$ cat config.mk
export PLATFORM = sky130hd
export DESIGN_NAME = gregorian_date_add_days_unit
export DESIGN_NICKNAME = d
export VERILOG_FILES = /design/src/sv/gdad_pkg.sv /design/src/sv/gdad_fwd.sv /design/src/sv/gdad_cyc.sv /design/src/sv/gdad_cal.sv /design/src/sv/gregorian_date_add_days_unit.sv
export SDC_FILE = /design/constraint.sdc
export NUM_CORES = 2
export LEC_CHECK = 0
export ABC_CLOCK_PERIOD_IN_PS = 7700
export BUFFER_PORTS_ARGS = -buffer_cell sky130_fd_sc_hd__clkbuf_2
export CAP_MARGIN = 30
export CORE_MARGIN = 5
export CORE_UTILIZATION = 60
export CTS_BUF_LIST = sky130_fd_sc_hd__clkbuf_4
export DETAILED_ROUTE_END_ITERATION = 10
export PLACE_DENSITY_LB_ADDON = 0.15
export SETUP_SLACK_MARGIN = 0.1
export SYNTH_ARGS = -nofsm -noshare
export SYNTH_HDL_FRONTEND = slang
export SYNTH_SLANG_ARGS = --single-unit
$ cat constraint.sdc
create_clock -name clk -period 7.7 [get_ports clk]
set_input_delay 0.77 -clock clk [delete_from_list [all_inputs] [get_ports clk]]
set_output_delay 0.77 -clock clk [all_outputs]
set_load 0.02 [all_outputs]
$ cat src/sv/gdad_pkg.sv
package gdad_pkg;

  localparam int YEAR_W  = 14;
  localparam int MONTH_W = 4;
  localparam int DAY_W   = 5;
  localparam int OFF_W   = 16;
  localparam int DN_W    = 22;
  localparam int YDAY_W  = 9;

  localparam logic [YEAR_W-1:0]  MAX_YEAR = 14'd9999;
  localparam logic [MONTH_W-1:0] MONTHS   = 4'd12;

  localparam logic [8:0]  DAYS_1Y   = 9'd365;
  localparam logic [10:0] DAYS_4Y   = 11'd1461;
  localparam logic [15:0] DAYS_100Y = 16'd36524;
  localparam logic [17:0] DAYS_400Y = 18'd146097;

  // reciprocals for exact floor division by constants
  localparam int R100_K = 21;
  localparam longint unsigned R100_ML = ((64'd1 << R100_K) + 64'd99) / 64'd100;
  localparam logic [14:0] R100_M = 15'(R100_ML);

  localparam int R400_K = 40;
  localparam longint unsigned R400_ML = ((64'd1 << R400_K) + 64'd146096) / 64'd146097;
  localparam logic [22:0] R400_M = 23'(R400_ML);

  localparam int R4_K = 27;
  localparam longint unsigned R4_ML = ((64'd1 << R4_K) + 64'd1460) / 64'd1461;
  localparam logic [16:0] R4_M = 17'(R4_ML);

  typedef enum logic [1:0] {
    ST_OK       = 2'd0,
    ST_BAD_DATE = 2'd1,
    ST_RANGE    = 2'd2
  } status_t;

  typedef struct packed {
    logic [YEAR_W-1:0]  in_year;
    logic [MONTH_W-1:0] in_month;
    logic [DAY_W-1:0]   in_day;
    logic [OFF_W-1:0]   offset_days;
  } in_t;

  typedef struct packed {
    logic [YEAR_W-1:0]  out_year;
    logic [MONTH_W-1:0] out_month;
    logic [DAY_W-1:0]   out_day;
    logic [DN_W-1:0]    day_number;
    status_t            status;
  } out_t;

  typedef struct packed {
    logic bad;
    logic over;
  } flags_t;

  typedef struct packed {
    logic [DN_W-1:0] n;
    flags_t          flags;
  } fwd_t;

  typedef struct packed {
    logic [YEAR_W-1:0] year;
    logic [YDAY_W-1:0] yday;
    logic              leap;
    logic [DN_W-1:0]   n;
    flags_t            flags;
  } cyc_t;

  // days before a month, month index from 0
  function automatic logic [YDAY_W-1:0] cum_days(input logic [MONTH_W-1:0] idx);
    logic [YDAY_W-1:0] d;
    case (idx)
      4'd0:    d = 9'd0;
      4'd1:    d = 9'd31;
      4'd2:    d = 9'd59;
      4'd3:    d = 9'd90;
      4'd4:    d = 9'd120;
      4'd5:    d = 9'd151;
      4'd6:    d = 9'd181;
      4'd7:    d = 9'd212;
      4'd8:    d = 9'd243;
      4'd9:    d = 9'd273;
      4'd10:   d = 9'd304;
      4'd11:   d = 9'd334;
      default: d = 9'd0;
    endcase
    return d;
  endfunction

endpackage

$ cat src/sv/gdad_fwd.sv
module gdad_fwd (
  input  logic            clk,
  input  logic            rst,
  input  logic            cmd_vld,
  input  gdad_pkg::in_t   cmd,
  output logic            fwd_vld,
  output gdad_pkg::fwd_t  fwd
);
  import gdad_pkg::*;

  logic [YEAR_W-1:0] y;
  logic [YEAR_W-1:0] p;
  logic [28:0]       qp_prod;
  logic [28:0]       qy_prod;
  flags_t            flags_in;

  // stage a: products
  logic              a_vld;
  logic [YEAR_W-1:0] a_y;
  logic [YEAR_W-1:0] a_p;
  logic [22:0]       a_m365;
  logic [7:0]        a_qp100;
  logic [7:0]        a_qy100;
  logic [MONTH_W-1:0] a_month;
  logic [DAY_W-1:0]  a_day;
  logic [OFF_W-1:0]  a_off;
  flags_t            a_flags;

  // stage b: year base and day of year
  logic              b_vld;
  logic [22:0]       b_base;
  logic [YDAY_W-1:0] b_extra;
  logic [OFF_W-1:0]  b_off;
  flags_t            b_flags;

  logic [YEAR_W-1:0] y100;
  logic              leap;
  logic [22:0]       base_next;
  logic [YDAY_W-1:0] extra_next;

  always_comb begin
    y        = cmd.in_year;
    p        = y - 14'd1;
    qp_prod  = 29'(p) * 29'(R100_M);
    qy_prod  = 29'(y) * 29'(R100_M);
    flags_in.bad  = (y == '0) || (cmd.in_month == '0) || (cmd.in_month > MONTHS)
                    || (cmd.in_day == '0);
    flags_in.over = (y > MAX_YEAR);
  end

  always_ff @(posedge clk) begin
    if (rst) begin
      a_vld <= 1'b0;
    end else begin
      a_vld <= cmd_vld;
    end
    a_y     <= y;
    a_p     <= p;
    a_m365  <= 23'(p) * 23'(DAYS_1Y);
    a_qp100 <= qp_prod[28:R100_K];
    a_qy100 <= qy_prod[28:R100_K];
    a_month <= cmd.in_month;
    a_day   <= cmd.in_day;
    a_off   <= cmd.offset_days;
    a_flags <= flags_in;
  end

  always_comb begin
    y100 = 14'(a_qy100) * 14'd100;
    // divisible by 4, and not a century unless divisible by 400
    leap = (a_y[1:0] == 2'b00) && ((a_y != y100) || (a_qy100[1:0] == 2'b00));
    base_next = a_m365 + 23'(a_p[YEAR_W-1:2]) - 23'(a_qp100) + 23'(a_qp100[7:2]);
    extra_next = cum_days(a_month - 4'd1) + {8'b0, (leap && (a_month > 4'd2))}
                 + 9'(a_day);
  end

  always_ff @(posedge clk) begin
    if (rst) begin
      b_vld <= 1'b0;
    end else begin
      b_vld <= a_vld;
    end
    b_base  <= base_next;
    b_extra <= extra_next;
    b_off   <= a_off;
    b_flags <= a_flags;
  end

  // stage c: zero-based serial of the result
  always_ff @(posedge clk) begin
    if (rst) begin
      fwd_vld <= 1'b0;
    end else begin
      fwd_vld <= b_vld;
    end
    fwd.n     <= 22'(b_base + 23'(b_extra) + 23'(b_off) - 23'd1);
    fwd.flags <= b_flags;
  end

endmodule

$ cat src/sv/gdad_cyc.sv
module gdad_cyc (
  input  logic            clk,
  input  logic            rst,
  input  logic            fwd_vld,
  input  gdad_pkg::fwd_t  fwd,
  output logic            cyc_vld,
  output gdad_pkg::cyc_t  cyc
);
  import gdad_pkg::*;

  logic [44:0] q400_prod;

  // stage d: 400-year cycles
  logic            d_vld;
  logic [4:0]      d_q400;
  logic [DN_W-1:0] d_n;
  flags_t          d_flags;

  // stage e: day within 400-year cycle
  logic            e_vld;
  logic [17:0]     e_r;
  logic [4:0]      e_q400;
  logic [DN_W-1:0] e_n;
  flags_t          e_flags;

  // stage f: centuries
  logic            f_vld;
  logic [1:0]      f_c;
  logic [15:0]     f_r1;
  logic [4:0]      f_q400;
  logic [DN_W-1:0] f_n;
  flags_t          f_flags;
  logic [1:0]      c_next;

  // stage g: 4-year blocks
  logic            g_vld;
  logic [4:0]      g_q4;
  logic [15:0]     g_r1;
  logic [1:0]      g_c;
  logic [4:0]      g_q400;
  logic [DN_W-1:0] g_n;
  flags_t          g_flags;
  logic [31:0]     q4_prod;

  // stage h: day within block, year base
  logic              h_vld;
  logic [10:0]       h_r2;
  logic [YEAR_W-1:0] h_yb;
  logic              h_cent;
  logic [DN_W-1:0]   h_n;
  flags_t            h_flags;

  logic [1:0] y1;

  always_comb begin
    q400_prod = 45'(fwd.n) * 45'(R400_M);
  end

  always_ff @(posedge clk) begin
    if (rst) begin
      d_vld <= 1'b0;
    end else begin
      d_vld <= fwd_vld;
    end
    d_q400  <= q400_prod[44:R400_K];
    d_n     <= fwd.n;
    d_flags <= fwd.flags;
  end

  always_ff @(posedge clk) begin
    if (rst) begin
      e_vld <= 1'b0;
    end else begin
      e_vld <= d_vld;
    end
    e_r     <= 18'(d_n - 22'(d_q400) * 22'(DAYS_400Y));
    e_q400  <= d_q400;
    e_n     <= d_n;
    e_flags <= d_flags;
  end

  // the last day of a 400-year cycle stays in the fourth century
  always_comb begin
    c_next = 2'(e_r >= 18'(DAYS_100Y)) + 2'(e_r >= 18'(2 * DAYS_100Y))
             + 2'(e_r >= 18'(3 * DAYS_100Y));
  end

  always_ff @(posedge clk) begin
    if (rst) begin
      f_vld <= 1'b0;
    end else begin
      f_vld <= e_vld;
    end
    f_c     <= c_next;
    f_r1    <= 16'(e_r - 18'(c_next) * 18'(DAYS_100Y));
    f_q400  <= e_q400;
    f_n     <= e_n;
    f_flags <= e_flags;
  end

  always_comb begin
    q4_prod = 32'(f_r1) * 32'(R4_M);
  end

  always_ff @(posedge clk) begin
    if (rst) begin
      g_vld <= 1'b0;
    end else begin
      g_vld <= f_vld;
    end
    g_q4    <= q4_prod[31:R4_K];
    g_r1    <= f_r1;
    g_c     <= f_c;
    g_q400  <= f_q400;
    g_n     <= f_n;
    g_flags <= f_flags;
  end

  always_ff @(posedge clk) begin
    if (rst) begin
      h_vld <= 1'b0;
    end else begin
      h_vld <= g_vld;
    end
    h_r2    <= 11'(g_r1 - 16'(g_q4) * 16'(DAYS_4Y));
    h_yb    <= 14'(g_q400) * 14'd400 + 14'(g_c) * 14'd100 + 14'(g_q4) * 14'd4;
    // century year that is not a multiple of 400
    h_cent  <= (g_q4 == 5'd24) && (g_c != 2'd3);
    h_n     <= g_n;
    h_flags <= g_flags;
  end

  // stage i: year within block, day of year
  always_comb begin
    y1 = 2'(h_r2 >= 11'(DAYS_1Y)) + 2'(h_r2 >= 11'(2 * DAYS_1Y))
         + 2'(h_r2 >= 11'(3 * DAYS_1Y));
  end

  always_ff @(posedge clk) begin
    if (rst) begin
      cyc_vld <= 1'b0;
    end else begin
      cyc_vld <= h_vld;
    end
    cyc.year  <= h_yb + 14'(y1) + 14'd1;
    cyc.yday  <= 9'(h_r2 - 11'(y1) * 11'(DAYS_1Y));
    cyc.leap  <= (y1 == 2'd3) && !h_cent;
    cyc.n     <= h_n;
    cyc.flags <= h_flags;
  end

endmodule

$ cat src/sv/gdad_cal.sv
module gdad_cal (
  input  logic            clk,
  input  logic            rst,
  input  logic            cyc_vld,
  input  gdad_pkg::cyc_t  cyc,
  output logic            done,
  output gdad_pkg::out_t  res
);
  import gdad_pkg::*;

  logic [MONTH_W-1:0] mo_next;
  logic [YDAY_W-1:0]  thr;

  // stage j: month index
  logic               j_vld;
  logic [MONTH_W-1:0] j_mo;
  logic [YDAY_W-1:0]  j_yday;
  logic               j_leap;
  logic [YEAR_W-1:0]  j_year;
  logic [DN_W-1:0]    j_n;
  logic               j_bad;
  logic               j_over;

  // stage k: day of month and result
  logic [YDAY_W-1:0]  start_day;
  out_t               res_next;

  always_comb begin
    mo_next = '0;
    thr     = '0;
    for (int i = 1; i < 12; i++) begin
      thr = cum_days(4'(i)) + {8'b0, (cyc.leap && (i >= 2))};
      if (cyc.yday >= thr) begin
        mo_next = mo_next + 4'd1;
      end
    end
  end

  always_ff @(posedge clk) begin
    if (rst) begin
      j_vld <= 1'b0;
    end else begin
      j_vld <= cyc_vld;
    end
    j_mo   <= mo_next;
    j_yday <= cyc.yday;
    j_leap <= cyc.leap;
    j_year <= cyc.year;
    j_n    <= cyc.n;
    j_bad  <= cyc.flags.bad;
    j_over <= cyc.flags.over || (cyc.year > MAX_YEAR);
  end

  always_comb begin
    start_day = cum_days(j_mo) + {8'b0, (j_leap && (j_mo >= 4'd2))};
    res_next  = '0;
    if (j_bad) begin
      res_next.status = ST_BAD_DATE;
    end else if (j_over) begin
      res_next.status = ST_RANGE;
    end else begin
      res_next.out_year   = j_year;
      res_next.out_month  = j_mo + 4'd1;
      res_next.out_day    = 5'(j_yday - start_day + 9'd1);
      res_next.day_number = j_n + 22'd1;
      res_next.status     = ST_OK;
    end
  end

  always_ff @(posedge clk) begin
    if (rst) begin
      done <= 1'b0;
    end else begin
      done <= j_vld;
    end
    res <= res_next;
  end

endmodule

$ cat src/sv/gregorian_date_add_days_unit.sv
// Gregorian date plus day offset.
// A transaction is taken at a rising edge with start high and busy low; cmd
// carries the start date (year, month, day) and the days to add. busy is high
// only while rst is asserted, so a new transaction can be issued every cycle.
// The result appears on res for exactly one cycle, marked by done, once the
// transaction has passed all pipeline stages; results leave in issue order.
// res holds the new date, its serial day number (day 1 is 0001-01-01) and a
// status: ok, invalid start date (month not 1..12, day 0 or year 0), or a
// start or result year beyond 9999; all other fields are zero when status is not ok.
// A day past the month end rolls forward into the next month.
// Throughput is one transaction per cycle outside reset; the pipeline has
// eleven stages: three stages of reciprocal multiplies and adds to
// form the serial number, six stages that split it into 400-, 100-, 4- and
// 1-year cycles, and two for the month lookup and the output register.
// The receiver cannot stall; done and res are never held.
// Synchronous reset empties the pipeline: no done follows for transactions
// taken before reset.
module gregorian_date_add_days_unit (
  input  logic           clk,
  input  logic           rst,
  input  logic           start,
  output logic           busy,
  input  gdad_pkg::in_t  cmd,
  output logic           done,
  output gdad_pkg::out_t res
);
  import gdad_pkg::*;

  logic cmd_vld;
  logic fwd_vld;
  fwd_t fwd;
  logic cyc_vld;
  cyc_t cyc;

  assign busy    = rst;
  assign cmd_vld = start && !busy;

  gdad_fwd u_fwd (
    .clk     (clk),
    .rst     (rst),
    .cmd_vld (cmd_vld),
    .cmd     (cmd),
    .fwd_vld (fwd_vld),
    .fwd     (fwd)
  );

  gdad_cyc u_cyc (
    .clk     (clk),
    .rst     (rst),
    .fwd_vld (fwd_vld),
    .fwd     (fwd),
    .cyc_vld (cyc_vld),
    .cyc     (cyc)
  );

  gdad_cal u_cal (
    .clk     (clk),
    .rst     (rst),
    .cyc_vld (cyc_vld),
    .cyc     (cyc),
    .done    (done),
    .res     (res)
  );

  a_fail_zero: assert property (@(posedge clk) disable iff (rst)
    (done && (res.status != ST_OK)) |->
      (res.out_year == '0) && (res.out_month == '0) && (res.out_day == '0)
      && (res.day_number == '0))
    else $error("failed transaction carries a nonzero date");

  a_month_range: assert property (@(posedge clk) disable iff (rst)
    (done && (res.status == ST_OK)) |->
      (res.out_month >= 4'd1) && (res.out_month <= MONTHS))
    else $error("month out of range on ok result");

  a_day_range: assert property (@(posedge clk) disable iff (rst)
    (done && (res.status == ST_OK)) |-> (res.out_day != '0))
    else $error("day zero on ok result");

  a_year_range: assert property (@(posedge clk) disable iff (rst)
    (done && (res.status == ST_OK)) |->
      (res.out_year != '0) && (res.out_year <= MAX_YEAR) && (res.day_number != '0))
    else $error("year or day number out of range on ok result");

endmodule
==> metrics.cfg <==
[outcome]
status=finished, final reports clean

[finish]
top_register=u_cyc.cyc
num-nets-final=5904
final_cell_mix=inv_1 (1048), ha_1 (852), dfxtp_1 (539)
drive_above_1_share_pct=9.62
layout.cells.non_filler=5547
syn2layout_area_growth_pct=9.41
fillers=5839
top_regs=u_cyc.cyc: 48 flops, u_cal.res: 47 flops, u_fwd.fwd: 24 flops
final_common_cell=inv_1
largest_reg_flops=48

[floorplanning]
die_w_um=280
die_h_um=280
core.rowCount=99
io_pins=91
core_area_mm2=0.0727
dieArea_mm2=0.0786
start_util_pct=60.3

[drt]
dr.pass1.iters=5
wl_per_cell_um=15.4
drtIter0Drc=971
via_per_inst=5.05
wirelength_um=85500
drc=0
ant_nets=0
vias=28000

[worst_setup_path]
cp_max_fo=8
cp.arrival_ps=8220
cp.required_ps=8590
path_class=register to register
cp-end-kind=register
cp-start-kind=register

[sta]
setup_viol=0
hold_ws_ps=125
maxSlewHeadroom_pct=29.9
hold_viol=0
skew_ps=68.5
timing.fmax_mhz=136
period_needed_ps=7330
slew_viol_final=0
rsz0062_at_grt=false
finalCritPeriodShare_pct=95.2
worstMarginPinSlew_ps=1040

[global_routing]
grt.total_usage_pct=22.8
grt_pass1_vias=29300
grt_max_degree=28
grt-ovfl-total=0
antenna_found_initial=1
grt_pass1_wl_um=144000

[synth]
syn_inst=4191
synth_edf_count=0
ys_seq_elements=541
ys_seq_area_share_pct=24.7
synth_area_mm2=0.0438
ys_types=99
synth_area_leader_cell=dfxtp_1
async_flop_share_pct=0
synthFlopType=dfxtp_1
yosys_warnings=0
syn-num-nets=5611
synth_top_area_share_pct=24.7
synth_area_per_cell_um2=10.5
netlist_top_cells_area=dfxtp_1 (25%), ha_1 (25%), fa_1 (24%)

[clocking]
cts_root_buffer=clkbuf_4
cts-buffers-inserted=141
clock-sinks=541
cts_tree=done
path_clk_slew_ps=60
htreeDepth=4
clock_path_buffers=3
clk_latency_ps=990

[job]
cap_violations=0

[placed_design]
io_buffers=90
dp_cells=5269
hpwlAfterDp_um=72300
routabilityCongestion=0.942

[min_path]
min_path_type=input pin to register

[through the flow]
stage	setup WS, ps	TNS (ps)	cell area (µm²)	utilization, %
detailed placement	-114	-181	45700	62.9
finish	368	0	48000	66.0
CTS	108	0	47800	65.7
global route	29.8	0	48000	66.0
global placement	73.1	0	45700	62.9
floorplan	108	0	43800	-
[cells in the mapped netlist, types with 14 or more instances]
library cell     n
a21o_1          57
a21oi_1        116
and2_1          26
and3_1          17
dfxtp_1        541
fa_1           518
ha_1           860
inv_1         1050
nand2_1        106
nand2b_1        15
nand3_1         51
nand4_1         14
nor2_1         138
nor2b_1         42
nor3_1          36
o21a_1          27
o21ai_0         96
o21bai_1        25
xnor2_1        166
xor2_1          73
[area by class of cell]
class	count	area, µm²	share of cell area, %
diodes	2	5.00	0.0104
multi-input cells	2574	29000	60.5
clock buffers	193	1450	3.02
inverters	1051	3950	8.23
well taps	959	1200	2.50
clock inverters	52	348	0.725
flip-flops and latches	541	10800	22.6
repair buffers	175	1150	2.41
[what timing repair did]
action,in CTS,in global routing
resized for setup,4,23
buffers inserted,0,5
endpoints found under the setup margin,2,6
hold buffers,26,0
hold endpoints to repair,26,0
pin swaps,0,7
[cells by family (layout without fill, tap and decap cells)]
family,Yosys count,in the layout,synth area share [%]
buffers and inverters,1076,1471,9.39
adders and majority gates,1379,1379,48.2
DFF,541,541,24.7
AOI/OAI and AO/OA,439,439,6.64
xor gates and xnor gates,245,245,5.04
muxes,14,14,0.351
and+or+nand+nor,497,497,5.64
other,0,2,0
[critical path, cell delays in order (launching register included)]
cell and delay [ps]:
dfxtp_1 590, inv_1 180, fa_1 530, inv_1 60, fa_1 510, inv_1 60, fa_1 500, fa_1 550
inv_1 50, fa_1 500, fa_1 540, inv_1 50, fa_1 520, inv_1 40, ha_1 310, a21o_1 160
a21o_1 170, a21o_1 190, a21o_1 200, a221oi_1 640, o21bai_1 150, a31oi_1 250, nor2b_1 90, o21a_1 190
nor2_1 110, xnor2_1 130
[final timing paths]
path,endpoint,cells after the start,slack (ps),from
worst max-delay path,u_cyc.d_q400[4],25,370,u_fwd.fwd[4]
worst min-delay path,u_cal.done,2,130,rst
worst max register to register,u_cyc.d_q400[4],25,370,u_fwd.fwd[4]
worst min register to register,u_cal.j_n[11],0,280,u_cyc.cyc[13]
[per-layer routing]
metal | GRT usage (%) | up-vias | wire length (µm)
met5 | 0 | - | 0
met4 | 6.09 | 0 | 1800
met3 | 4.23 | 131 | 3990
met2 | 39.2 | 489 | 42100
met1 | 29.8 | 13500 | 37700
li1 | - | 13900 | -
Power is left out: the tool's default activity adds up to more than one toggle a clock period on the data nets, which glitch-free logic cannot reach.
